## config.mk

```make
export PLATFORM = sky130hd
export DESIGN_NAME = per_node_sequence_monitor_top
export DESIGN_NICKNAME = d
export VERILOG_FILES = /design/src/pnsm_pkg.sv /design/src/pnsm_seq_unit.sv /design/src/per_node_sequence_monitor_top.sv
export SDC_FILE = /design/constraint.sdc
export NUM_CORES = 2
export LEC_CHECK = 0
export ABC_AREA = 1
export BUFFER_PORTS_ARGS = -buffer_cell sky130_fd_sc_hd__buf_2
export CORE_AREA = 2 2 590 592
export CTS_CLUSTER_DIAMETER = 200
export DETAILED_ROUTE_END_ITERATION = 10
export DIE_AREA = 0 0 592 594
export HOLD_SLACK_MARGIN = 0.15
export PLACE_DENSITY = 0.56
export SLEW_MARGIN = 20
export SYNTH_ARGS = -nofsm -noshare
export SYNTH_HDL_FRONTEND = slang
export SYNTH_SLANG_ARGS = --single-unit
```

## constraint.sdc

```tcl
create_clock -name clock -period 20.3 [get_ports clock]
set_clock_uncertainty 0.15 [all_clocks]
set_input_delay 4.06 -clock clock [delete_from_list [all_inputs] [get_ports clock]]
set_output_delay 4.06 -clock clock [all_outputs]
set_load 0.05 [all_outputs]
```

## src/pnsm_pkg.sv

```systemverilog
`timescale 1ns / 1ps
package pnsm_pkg;

   localparam int NODES          = 8;
   localparam int ENVELOPE_BYTES = 4;
   localparam int HEADER_BYTES   = 24;

   localparam int IDX_W  = (NODES > 1) ? $clog2(NODES) : 1;
   localparam int MAC_W  = 48;
   localparam int SEQ_W  = 64;
   localparam int LEN_W  = 11;
   localparam int CNT_W  = 32;
   localparam int SLOT_W = 3;
   localparam int CSR_W  = 8;
   localparam int CSR_IDX_W = 2;

   // shortest data frame that still carries the full frame header
   localparam int MIN_DATA_LEN = ENVELOPE_BYTES + HEADER_BYTES;

   typedef enum logic [3:0] {
      ST_TOO_SHORT  = 4'd0,
      ST_BAD_HEADER = 4'd1,
      ST_TABLE_FULL = 4'd2,
      ST_SHORT_DATA = 4'd3,
      ST_IN_ORDER   = 4'd4,
      ST_GAP        = 4'd5,
      ST_DUPLICATE  = 4'd6,
      ST_RESTART    = 4'd7,
      ST_OTHER_TYPE = 4'd8
   } status_type;

   typedef enum logic [CSR_IDX_W-1:0] {
      CSR_MAGIC_FIRST  = 2'd0,
      CSR_MAGIC_SECOND = 2'd1,
      CSR_VERSION      = 2'd2,
      CSR_DATA_TYPE    = 2'd3
   } csr_index_type;

   typedef struct packed {
      status_type        status;
      logic [CNT_W-1:0]  gap;
   } seq_class_type;

endpackage

```

## src/pnsm_seq_unit.sv

```systemverilog
`timescale 1ns / 1ps
module pnsm_seq_unit (
   input  logic                       clock,
   input  logic [pnsm_pkg::SEQ_W-1:0] seq_number,
   input  logic [pnsm_pkg::SEQ_W-1:0] last_sequence,
   output pnsm_pkg::seq_class_type    result
);
   import pnsm_pkg::*;

   logic [SEQ_W-1:0] next_ff;
   logic [SEQ_W-1:0] last_ff;
   seq_class_type    result_ff;
   seq_class_type    result_in;

   // stage two: one wide compare against last + 1, gap taken from the low word
   always_comb begin
      result_in.gap = '0;
      priority if (seq_number == next_ff) begin
         result_in.status = ST_IN_ORDER;
      end else if (seq_number > next_ff) begin
         result_in.status = ST_GAP;
         result_in.gap    = seq_number[CNT_W-1:0] - next_ff[CNT_W-1:0];
      end else if (seq_number == last_ff) begin
         result_in.status = ST_DUPLICATE;
      end else begin
         result_in.status = ST_RESTART;
      end
   end

   // free running: the sequencer holds its operands steady until the registered result is taken
   always_ff @(posedge clock) begin
      next_ff   <= last_sequence + SEQ_W'(1);
      last_ff   <= last_sequence;
      result_ff <= result_in;
   end

   assign result = result_ff;

endmodule

```

## src/per_node_sequence_monitor_top.sv

```systemverilog
`timescale 1ns / 1ps
// channel  | handshake             | payload
// ---------+-----------------------+------------------------------------------
// req      | req_valid / req_stall | src_mac, hdr bytes, type, length, seq
// rsp      | rsp_valid / rsp_stall | status, slot, gap_added, totals
// csr      | csr_we                | csr_index, csr_wdata (8 bits)
//
// one beat at a time: a short or bad header packet goes from the check straight
// to the result; otherwise the source table is scanned, one slot a cycle through
// a single address comparator, and a data frame after the first from its source
// is classed by the shared 64-bit sequence unit.
// reset (synchronous) empties the source table and clears the unknown count.
// req_stall is high while a beat is in work; a stalled result holds in the
// output register, and the next beat is taken once the result is loaded there.
module per_node_sequence_monitor_top (
   input  logic                           clock,
   input  logic                           reset,
   input  logic                           req_valid,
   output logic                           req_stall,
   input  logic [pnsm_pkg::MAC_W-1:0]     req_src_mac,
   input  logic [7:0]                     req_hdr_byte0,
   input  logic [7:0]                     req_hdr_byte1,
   input  logic [7:0]                     req_hdr_version,
   input  logic [7:0]                     req_packet_type,
   input  logic [pnsm_pkg::LEN_W-1:0]     req_packet_length,
   input  logic [pnsm_pkg::SEQ_W-1:0]     req_seq_number,
   output logic                           rsp_valid,
   input  logic                           rsp_stall,
   output logic [3:0]                     rsp_status,
   output logic [pnsm_pkg::SLOT_W-1:0]    rsp_slot,
   output logic [pnsm_pkg::CNT_W-1:0]     rsp_gap_added,
   output logic [pnsm_pkg::CNT_W-1:0]     rsp_gaps_total,
   output logic [pnsm_pkg::CNT_W-1:0]     rsp_duplicates_total,
   output logic [pnsm_pkg::CNT_W-1:0]     rsp_restarts_total,
   output logic [pnsm_pkg::CNT_W-1:0]     rsp_data_frames_total,
   output logic [pnsm_pkg::CNT_W-1:0]     rsp_bytes_total,
   output logic [pnsm_pkg::CNT_W-1:0]     rsp_unknown_total,
   input  logic                           csr_we,
   input  logic [pnsm_pkg::CSR_IDX_W-1:0] csr_index,
   input  logic [pnsm_pkg::CSR_W-1:0]     csr_wdata
);
   import pnsm_pkg::*;

   typedef enum logic [2:0] {
      S_IDLE,
      S_CHECK,
      S_SCAN,
      S_ACCUM,
      S_SEQ_WAIT,
      S_SEQ_APPLY,
      S_DONE
   } state_type;

   state_type state_ff;

   logic [7:0] magic_first_ff, magic_second_ff, version_ff, data_type_ff;

   logic [MAC_W-1:0] mac_ff;
   logic [7:0]       hdr0_ff, hdr1_ff, hdr_ver_ff, type_ff;
   logic [LEN_W-1:0] len_ff;
   logic [SEQ_W-1:0] seq_ff;

   logic [NODES-1:0] slot_in_use_ff;
   logic [NODES-1:0] seen_ff;
   logic [MAC_W-1:0] slot_address_ff [NODES];
   logic [SEQ_W-1:0] prev_seq_ff     [NODES];
   logic [CNT_W-1:0] gap_cnt_ff      [NODES];
   logic [CNT_W-1:0] dup_cnt_ff      [NODES];
   logic [CNT_W-1:0] restart_cnt_ff  [NODES];
   logic [CNT_W-1:0] frame_cnt_ff    [NODES];
   logic [CNT_W-1:0] byte_cnt_ff     [NODES];
   logic [CNT_W-1:0] unknown_ff;

   logic [IDX_W-1:0] idx_ff;
   logic [IDX_W-1:0] free_idx_ff;
   logic             free_found_ff;
   logic             has_slot_ff;
   status_type       status_ff;
   logic [CNT_W-1:0] gap_ff;

   logic             rsp_valid_ff;
   status_type       rsp_status_ff;
   logic [SLOT_W-1:0] rsp_slot_ff;
   logic [CNT_W-1:0] rsp_gap_ff, rsp_gaps_ff, rsp_dups_ff, rsp_restarts_ff;
   logic [CNT_W-1:0] rsp_frames_ff, rsp_bytes_ff, rsp_unknown_ff;

   logic             hit;
   logic             free_here;
   logic             last_idx;
   logic [IDX_W-1:0] alloc_idx;
   seq_class_type    seq_result;

   pnsm_seq_unit u_seq (
      .clock         (clock),
      .seq_number    (seq_ff),
      .last_sequence (prev_seq_ff[idx_ff]),
      .result        (seq_result)
   );

   assign hit       = slot_in_use_ff[idx_ff] && (slot_address_ff[idx_ff] == mac_ff);
   assign free_here = !slot_in_use_ff[idx_ff];
   assign last_idx  = (idx_ff == IDX_W'(NODES - 1));
   assign alloc_idx = free_found_ff ? free_idx_ff : idx_ff;

   assign req_stall = (state_ff != S_IDLE);

   always_ff @(posedge clock) begin
      if (reset) begin
         state_ff        <= S_IDLE;
         rsp_valid_ff    <= 1'b0;
         slot_in_use_ff  <= '0;
         unknown_ff      <= '0;
         magic_first_ff  <= '0;
         magic_second_ff <= '0;
         version_ff      <= '0;
         data_type_ff    <= '0;
      end else begin
         if (csr_we) begin
            unique case (csr_index_type'(csr_index))
               CSR_MAGIC_FIRST:  magic_first_ff  <= csr_wdata;
               CSR_MAGIC_SECOND: magic_second_ff <= csr_wdata;
               CSR_VERSION:      version_ff      <= csr_wdata;
               CSR_DATA_TYPE:    data_type_ff    <= csr_wdata;
               default:          ;
            endcase
         end

         // the completion state reloads the output register itself
         if (rsp_valid_ff && !rsp_stall && state_ff != S_DONE) begin
            rsp_valid_ff <= 1'b0;
         end

         unique case (state_ff)
            S_IDLE: begin
               if (req_valid) begin
                  mac_ff     <= req_src_mac;
                  hdr0_ff    <= req_hdr_byte0;
                  hdr1_ff    <= req_hdr_byte1;
                  hdr_ver_ff <= req_hdr_version;
                  type_ff    <= req_packet_type;
                  len_ff     <= req_packet_length;
                  seq_ff     <= req_seq_number;
                  state_ff   <= S_CHECK;
               end
            end
            S_CHECK: begin
               has_slot_ff   <= 1'b0;
               gap_ff        <= '0;
               idx_ff        <= '0;
               free_found_ff <= 1'b0;
               priority if (len_ff < LEN_W'(ENVELOPE_BYTES)) begin
                  status_ff <= ST_TOO_SHORT;
                  state_ff  <= S_DONE;
               end else if (hdr0_ff != magic_first_ff || hdr1_ff != magic_second_ff ||
                            hdr_ver_ff != version_ff) begin
                  unknown_ff <= unknown_ff + CNT_W'(1);
                  status_ff  <= ST_BAD_HEADER;
                  state_ff   <= S_DONE;
               end else begin
                  state_ff <= S_SCAN;
               end
            end
            S_SCAN: begin
               priority if (hit) begin
                  has_slot_ff <= 1'b1;
                  state_ff    <= S_ACCUM;
               end else if (last_idx) begin
                  if (free_found_ff || free_here) begin
                     // claim the first free slot and clear its counters
                     slot_in_use_ff[alloc_idx]  <= 1'b1;
                     slot_address_ff[alloc_idx] <= mac_ff;
                     seen_ff[alloc_idx]         <= 1'b0;
                     gap_cnt_ff[alloc_idx]      <= '0;
                     dup_cnt_ff[alloc_idx]      <= '0;
                     restart_cnt_ff[alloc_idx]  <= '0;
                     frame_cnt_ff[alloc_idx]    <= '0;
                     byte_cnt_ff[alloc_idx]     <= '0;
                     idx_ff                     <= alloc_idx;
                     has_slot_ff                <= 1'b1;
                     state_ff                   <= S_ACCUM;
                  end else begin
                     unknown_ff <= unknown_ff + CNT_W'(1);
                     status_ff  <= ST_TABLE_FULL;
                     state_ff   <= S_DONE;
                  end
               end else begin
                  if (free_here && !free_found_ff) begin
                     free_found_ff <= 1'b1;
                     free_idx_ff   <= idx_ff;
                  end
                  idx_ff <= idx_ff + IDX_W'(1);
               end
            end
            S_ACCUM: begin
               byte_cnt_ff[idx_ff] <= byte_cnt_ff[idx_ff] + CNT_W'(len_ff);
               priority if (type_ff != data_type_ff) begin
                  status_ff <= ST_OTHER_TYPE;
                  state_ff  <= S_DONE;
               end else if (len_ff < LEN_W'(MIN_DATA_LEN)) begin
                  unknown_ff <= unknown_ff + CNT_W'(1);
                  status_ff  <= ST_SHORT_DATA;
                  state_ff   <= S_DONE;
               end else begin
                  frame_cnt_ff[idx_ff] <= frame_cnt_ff[idx_ff] + CNT_W'(1);
                  if (!seen_ff[idx_ff]) begin
                     prev_seq_ff[idx_ff] <= seq_ff;
                     seen_ff[idx_ff]     <= 1'b1;
                     status_ff           <= ST_IN_ORDER;
                     state_ff            <= S_DONE;
                  end else begin
                     state_ff <= S_SEQ_WAIT;
                  end
               end
            end
            S_SEQ_WAIT: begin
               state_ff <= S_SEQ_APPLY;
            end
            S_SEQ_APPLY: begin
               status_ff <= seq_result.status;
               gap_ff    <= seq_result.gap;
               unique case (seq_result.status)
                  ST_GAP:       gap_cnt_ff[idx_ff] <= gap_cnt_ff[idx_ff] + seq_result.gap;
                  ST_DUPLICATE: dup_cnt_ff[idx_ff] <= dup_cnt_ff[idx_ff] + CNT_W'(1);
                  ST_RESTART:   restart_cnt_ff[idx_ff] <= restart_cnt_ff[idx_ff] + CNT_W'(1);
                  default:      ;
               endcase
               prev_seq_ff[idx_ff] <= seq_ff;
               state_ff            <= S_DONE;
            end
            S_DONE: begin
               // load only when the output register is free or being emptied
               if (!rsp_valid_ff || !rsp_stall) begin
                  rsp_valid_ff   <= 1'b1;
                  rsp_status_ff  <= status_ff;
                  rsp_unknown_ff <= unknown_ff;
                  if (has_slot_ff) begin
                     rsp_slot_ff     <= SLOT_W'(idx_ff);
                     rsp_gap_ff      <= gap_ff;
                     rsp_gaps_ff     <= gap_cnt_ff[idx_ff];
                     rsp_dups_ff     <= dup_cnt_ff[idx_ff];
                     rsp_restarts_ff <= restart_cnt_ff[idx_ff];
                     rsp_frames_ff   <= frame_cnt_ff[idx_ff];
                     rsp_bytes_ff    <= byte_cnt_ff[idx_ff];
                  end else begin
                     rsp_slot_ff     <= '0;
                     rsp_gap_ff      <= '0;
                     rsp_gaps_ff     <= '0;
                     rsp_dups_ff     <= '0;
                     rsp_restarts_ff <= '0;
                     rsp_frames_ff   <= '0;
                     rsp_bytes_ff    <= '0;
                  end
                  state_ff <= S_IDLE;
               end
            end
            default: state_ff <= S_IDLE;
         endcase
      end
   end

   assign rsp_valid             = rsp_valid_ff;
   assign rsp_status            = rsp_status_ff;
   assign rsp_slot              = rsp_slot_ff;
   assign rsp_gap_added         = rsp_gap_ff;
   assign rsp_gaps_total        = rsp_gaps_ff;
   assign rsp_duplicates_total  = rsp_dups_ff;
   assign rsp_restarts_total    = rsp_restarts_ff;
   assign rsp_data_frames_total = rsp_frames_ff;
   assign rsp_bytes_total       = rsp_bytes_ff;
   assign rsp_unknown_total     = rsp_unknown_ff;

   // a result beat is only ever raised out of the completion state
   a_rsp_from_done: assert property (@(posedge clock) disable iff (reset)
      $rose(rsp_valid_ff) |-> $past(state_ff == S_DONE))
      else $error("result raised outside completion");

   // results without a slot carry no per-slot figures
   a_no_slot_zero: assert property (@(posedge clock) disable iff (reset)
      (rsp_valid_ff && (rsp_status_ff == ST_TOO_SHORT || rsp_status_ff == ST_BAD_HEADER ||
                        rsp_status_ff == ST_TABLE_FULL))
      |-> (rsp_slot_ff == '0 && rsp_bytes_ff == '0 && rsp_gap_ff == '0))
      else $error("per-slot totals on a slotless result");

   // the unknown count never moves while no beat is in work
   a_unknown_idle: assert property (@(posedge clock) disable iff (reset)
      (state_ff == S_IDLE) |=> $stable(unknown_ff))
      else $error("unknown count moved while idle");

   // sequence classing only runs on a source that already has a last sequence
   a_seq_seen: assert property (@(posedge clock) disable iff (reset)
      (state_ff == S_SEQ_APPLY) |-> (seen_ff[idx_ff] && slot_in_use_ff[idx_ff]))
      else $error("sequence classed without history");

   // slots are never released outside reset
   a_slots_sticky: assert property (@(posedge clock) disable iff (reset)
      1'b1 |=> ((slot_in_use_ff & $past(slot_in_use_ff)) == $past(slot_in_use_ff)))
      else $error("slot released");

endmodule

```

**Word-level counts from Yosys, hierarchy flattened**

Memories as Yosys holds them, arrays and structs flattened. A register that Yosys moved wholly into a read port is not among the register bits.
Index checks and enable logic that the tools add are counted.

- $add $sub $neg: 9
- Magnitude comparators: 7
- Equal/unequal tests: 40
- Multiplexer cells: 120
- Bitwise operators: 9
- Reductions and logical operators: 45

Operators by type and width:

| kind | number |
|---|---|
| 2-to-1 mux 32 bit | 12 |
| OR reduction 32 bit | 5 |
| adder 32 x 1 -> 32 bit (second input constant) | 4 |
| equality test 64 bit | 2 |
| one-hot mux 32 bit (3 select lines) | 1 |
| 2-to-1 mux 3 bit | 23 |
| adder 64 x 1 -> 64 bit (second input constant) | 1 |
| greater-than comparator 64 bit | 1 |
| 2-to-1 mux 64 bit | 1 |
| one-hot mux 32 bit (2 select lines) | 1 |
| 2-to-1 mux 1 bit | 55 |
| equality test 48 bit | 1 |
| 2-to-1 mux 8 bit | 6 |
| adder 32 x 11 -> 32 bit | 1 |
| adder 32 bit | 1 |
| 2-to-1 mux 4 bit | 8 |
| != test 8 bit | 4 |
| subtractor 32 bit | 1 |
| != test 2 bit (second input constant) | 14 |
| one-hot mux 3 bit (7 select lines) | 1 |
| OR 8 bit | 2 |
| one-hot mux 4 bit (4 select lines) | 1 |
| one-hot mux 8 bit (2 select lines) | 1 |
| AND reduction 8 bit | 2 |
| 36 further kinds | 81 |

- Flip-flop bits (word level): 678
- Bits in writable memories: 2176
- Bits of input ports: 170
- Output and inout port bits: 233
- Logic and storage cells: 273
- Memories kept: 7

Memories:

| memory | words | width | rd ports | clocked after memory_dff | wr ports | line | text |
|---|---|---|---|---|---|---|---|
| prev_seq_ff | 8 | 64 | 1 | 1 | 1 | per_node_sequence_monitor_top.sv:66 | `logic [SEQ_W-1:0] prev_seq_ff [NODES];` |
| slot_address_ff | 8 | 48 | 1 | 1 | 1 | per_node_sequence_monitor_top.sv:65 | `logic [MAC_W-1:0] slot_address_ff [NODES];` |
| byte_cnt_ff | 8 | 32 | 1 | 1 | 1 | per_node_sequence_monitor_top.sv:71 | `logic [CNT_W-1:0] byte_cnt_ff [NODES];` |
| dup_cnt_ff | 8 | 32 | 1 | 1 | 1 | per_node_sequence_monitor_top.sv:68 | `logic [CNT_W-1:0] dup_cnt_ff [NODES];` |
| frame_cnt_ff | 8 | 32 | 1 | 1 | 1 | per_node_sequence_monitor_top.sv:70 | `logic [CNT_W-1:0] frame_cnt_ff [NODES];` |
| gap_cnt_ff | 8 | 32 | 1 | 1 | 1 | per_node_sequence_monitor_top.sv:67 | `logic [CNT_W-1:0] gap_cnt_ff [NODES];` |
| 1 more memories | - | - | - | - | - | - |  |

**Logic depth before layout (Yosys ltp)**

- Word-level depth: 11
- Depth in mapped cells: 29
- Gate-level depth less buffers: 21

**Hierarchy**

A second synthesis with hierarchy kept.

- Cells, all modules: 11031
- Area total of the unflattened synthesis: 121890.7 µm²

Modules (own cells, without submodules):

| module | instances | cells each | area an instance (µm²) | sequential area each (µm²) |
|---|---|---|---|---|
| per_node_sequence_monitor_top | 1 | 9578 | 111827.3 | 80076.8 |
| pnsm_seq_unit | 1 | 1453 | 10063.4 | 3243.1 |

**Worst setup path after synthesis**

OpenSTA, ideal clock, no wires.

- Path type: input-to-reg
- Start point: input reset
- End point: register hdr0_ff[0], enable pin
- Library setup time: 858 ps
- Arrival: 14971 ps
- Data required time: 19292 ps
- Setup slack: 4321 ps
- Stages on the path: 3
- Path buffers: 2
- Cells stage by stage: clkbuf_1 > buf_1 > nor3_1

- Cells in the longest elaborated chain, start to end: 2

Ends and longest elaborated chain:

| element | line | text |
|---|---|---|
| from (decl) | per_node_sequence_monitor_top.sv:17 | `input logic reset,` |
| NOT 1 bit (no line) | - |  |
| AND reduction 3 bit (no line) | - |  |
| to (signal assigned) | per_node_sequence_monitor_top.sv:137 | `hdr0_ff <= req_hdr_byte0;` |
| to (decl) | per_node_sequence_monitor_top.sv:59 | `logic [7:0] hdr0_ff, hdr1_ff, hdr_ver_ff, type_ff;` |

Every way passes these cells.
A chain may end at the register's enable or synchronous reset.

==> flow_summary.toml <==
[setup_path]
crit_slowest_cell = "buf_4"
worstSetupPathType = "flip-flop to flip-flop"
crit_arrival_ps = 7900
crit_family = "buffers and inverters"
cp_cell_sequence = "buf_12, buf_4, buf_12, buf_4, buf_4, o21ai_1, o22ai_1, inv_1, o21ai_2, ha_1, nand2_1, nor2_1, nand2_1, nor2_1, nand2_1, nor2_2, nand3_2, nor2_1, nor2_1, nor3_1"
slowest_delay_ps = 760
crit_required_ps = 20740
crit_fanout = 178
rrSetupSlack_ps = 12840
crit_path_frequent_cell = "nor2_1"
critical_path.endpoint_type = "flip-flop"
startpoint_type = "flip-flop"
cp_num_buf_inv = 6

[detailed_routing]
avgViaCountPerCell = 5.02
highest_layer = "met5"
drt_iter0_drc = 6880
routed_wl_um = 347000
drt-met1-wl_um = 154000
met3_length_um = 20500
ant_nets = 0
drtPass1Iterations = 7
wl_met2_um = 162000
wl_per_cell_um = 21.9
vias = 79600
drc = 0

[clock_network]
htreeDepth = 5
cts_setup_buffers = 0
clkSinkCount = 2855
cts-resized-gates = 0
cts_tree = "done"
cts_made_buffers = 318
holdBufCountCts = 0
path_clk_slew_ps = 60
cts-root-buf = "clkbuf_16"
ctsLongestPathBuffers = 4
worstSkewPairLatency_ps = 960

[floorplan]
die_w_um = 592
rows = 216
die_height_um = 594
core_area_um2 = 345000
start_util = 0.349
ios = 403
die_area_um2 = 352000

[logic_synthesis]
ys_top_cells_by_area = "edfxtp_1 65%, nor2_1 5.6%, nand2_1 4.6%"
async_flop_share = 0
yosys_warnings = 0
synth_cell_types = 61
yosysTopAreaCell = "edfxtp_1"
netlist_area_um2 = 121000
synthFlopType = "edfxtp_1"
synth_seq_cells = 2855
syn_nets = 10900
synth.top_cell.area_share = 0.651
synth_edf_count = 2614
syn_inst = 10600
synth_area_per_cell_um2 = 11.3
ys_seq_area_frac = 0.691

[power_and_ir_drop]
p_int_mw = 12.0
leakage_nw = 50.9
pwr-share-clk = 0.305
swShare = 0.380
seqPwrFrac = 0.365
p_sw_mw = 7.33
vdd_drop_max_mv = 0.157
p_per_area_nw_per_um2 = 140
p_comb_frac = 0.330

[placed_design]
place_ws_ps = 12120
place_congestion = 0.956
dpl.hpwl_um = 220000
port_buffers = 402

[global_route]
antenna_found_initial = 30
grt_pass1_wl_um = 510000
grt_pass1_vias = 75600
grt_max_degree = 179
overflow = 0
grtUsageTotal = 0.193

[timing]
max_slew.worst_pin.slew_ps = 1140
maxSlewViolCount = 0
finalSetupTns_ps = 0
setup_viol = 0
hold_viol_final = 0
timing.fmax_mhz = 134
period_minus_slack_ps = 7460
setup_slack_ps = 12840
holdWs_ps = 308
rsz0062_at_grt = "no"
slew_headroom = 0.243
finalCritPeriodShare = 0.368

[worst_hold_path]
worstHoldPathType = "flip-flop to flip-flop"
worstHoldStart = "data_type_ff[2]"

[finish]
fill_cells = 32800
syn_to_final_growth_pct = 14.5
fin_nets = 11300
drive_gt1_frac = 0.109

[run]
cap_violations = 0

[run_status]
outcome = "finished, final reports clean"
[final cells by class]
class | instances | area [um^2] | area share
inverter | 912 | 3460 | 0.0251
sequential | 2855 | 83300 | 0.604
clock buffer | 403 | 8490 | 0.0615
antenna | 15 | 37.5 | 0.000272
multi-input combinational | 6379 | 31500 | 0.228
clock inverter | 177 | 2180 | 0.0158
timing repair buffer | 561 | 3300 | 0.0239
tap | 4578 | 5730 | 0.0415
[synth_stat cells (72+ instances only)]
cell type and instances:
edfxtp_1 2614, nor2_1 1783, nand2_1 1485, o21ai_0 1054
inv_1 886, o22ai_1 375, nand3_1 354, a21oi_1 279
dfxtp_1 241, o21ai_1 226, buf_2 154, clkbuf_1 153
xor2_1 140, buf_4 125, ha_1 113, nor3_1 86
xnor2_1 80, nand4_1 72
[power by group through the flow]
stage / logic (mW) / clock network (mW) / registers [mW]
global placement: 6.34 / 0 / 7.17
CTS: 6.38 / 6.00 / 7.05
floorplan: 4.49 / 0 / 7.07
global route: 7.09 / 6.22 / 7.08
finish: 6.37 / 5.88 / 7.05
detailed placement: 6.35 / 0 / 7.17
[state kept, by name, summed over array words and instances, names as in the netlist, 34 cells and up, named ones only]
register and cells:
restart_cnt_ff 256, seq_ff 64, gap_cnt_ff 256, mac_ff 48, slot_address_ff 384, u_seq.next_ff 64, byte_cnt_ff 256, u_seq.last_ff 64
frame_cnt_ff 256, u_seq.result 34, dup_cnt_ff 256, prev_seq_ff 512
[layout by cell type, fill, tap and decap left out, types with 228 or more instances in the layout]
master / count
edfxtp_1: 2614
nor2_1: 1726
nand2_1: 1484
o21ai_0: 1052
inv_1: 886
buf_2: 402
o22ai_1: 375
nand3_1: 352
clkbuf_16: 322
a21oi_1: 279
dfxtp_1: 238
o21ai_1: 228
[routing by layer]
layer | GRT usage | up-vias
met2 | 0.311 | 2313
met3 | 0.0276 | 492
met5 | 0 | -
li1 | - | 37900
met1 | 0.267 | 38900
met4 | 0.0601 | 18
[worst register-to-register path: stages (launching register included)]
cell and delay (ps):
dfxtp_4 700, buf_12 510, buf_4 950, buf_12 550, buf_4 920, buf_4 730
o21ai_1 150, o22ai_1 180, inv_1 70, o21ai_2 330, ha_1 240, nand2_1 70
nor2_1 140, nand2_1 110, nor2_1 150, nand2_1 120, nor2_2 180, nand3_2 160
nor2_1 130, nor2_1 50, nor3_1 570
[final timing paths]
check | end | cells after the start
min reg2reg | data_type_ff[2] | 2
max reg2reg | dup_cnt_ff[1][30] | 20
max | dup_cnt_ff[1][30] | 20
min | data_type_ff[2] | 2
[per-stage QoR]
step                      std cells  instance area [um^2]   util  power, mW
after floorplan               10600                121000      -       11.6
after detailed placement      15300                127000  0.369       13.5
after global routing          15900                138000  0.400       20.4
final                         15900                138000  0.400       19.3
after global placement        15300                127000  0.369       13.5
after CTS                     15900                138000  0.400       19.4
[logic make-up after synthesis]
kind of cell	Yosys count	share of synthesized area
AOI/OAI and AO/OA	2105	0.0956
DFF	2855	0.691
xor gates and xnor gates	220	0.0160
buffers and inverters	1403	0.0515
muxes	4	0.000332
adders and majority gates	116	0.0122
and+or+nand+nor	3934	0.133
(Power assumes the default switching activity.)
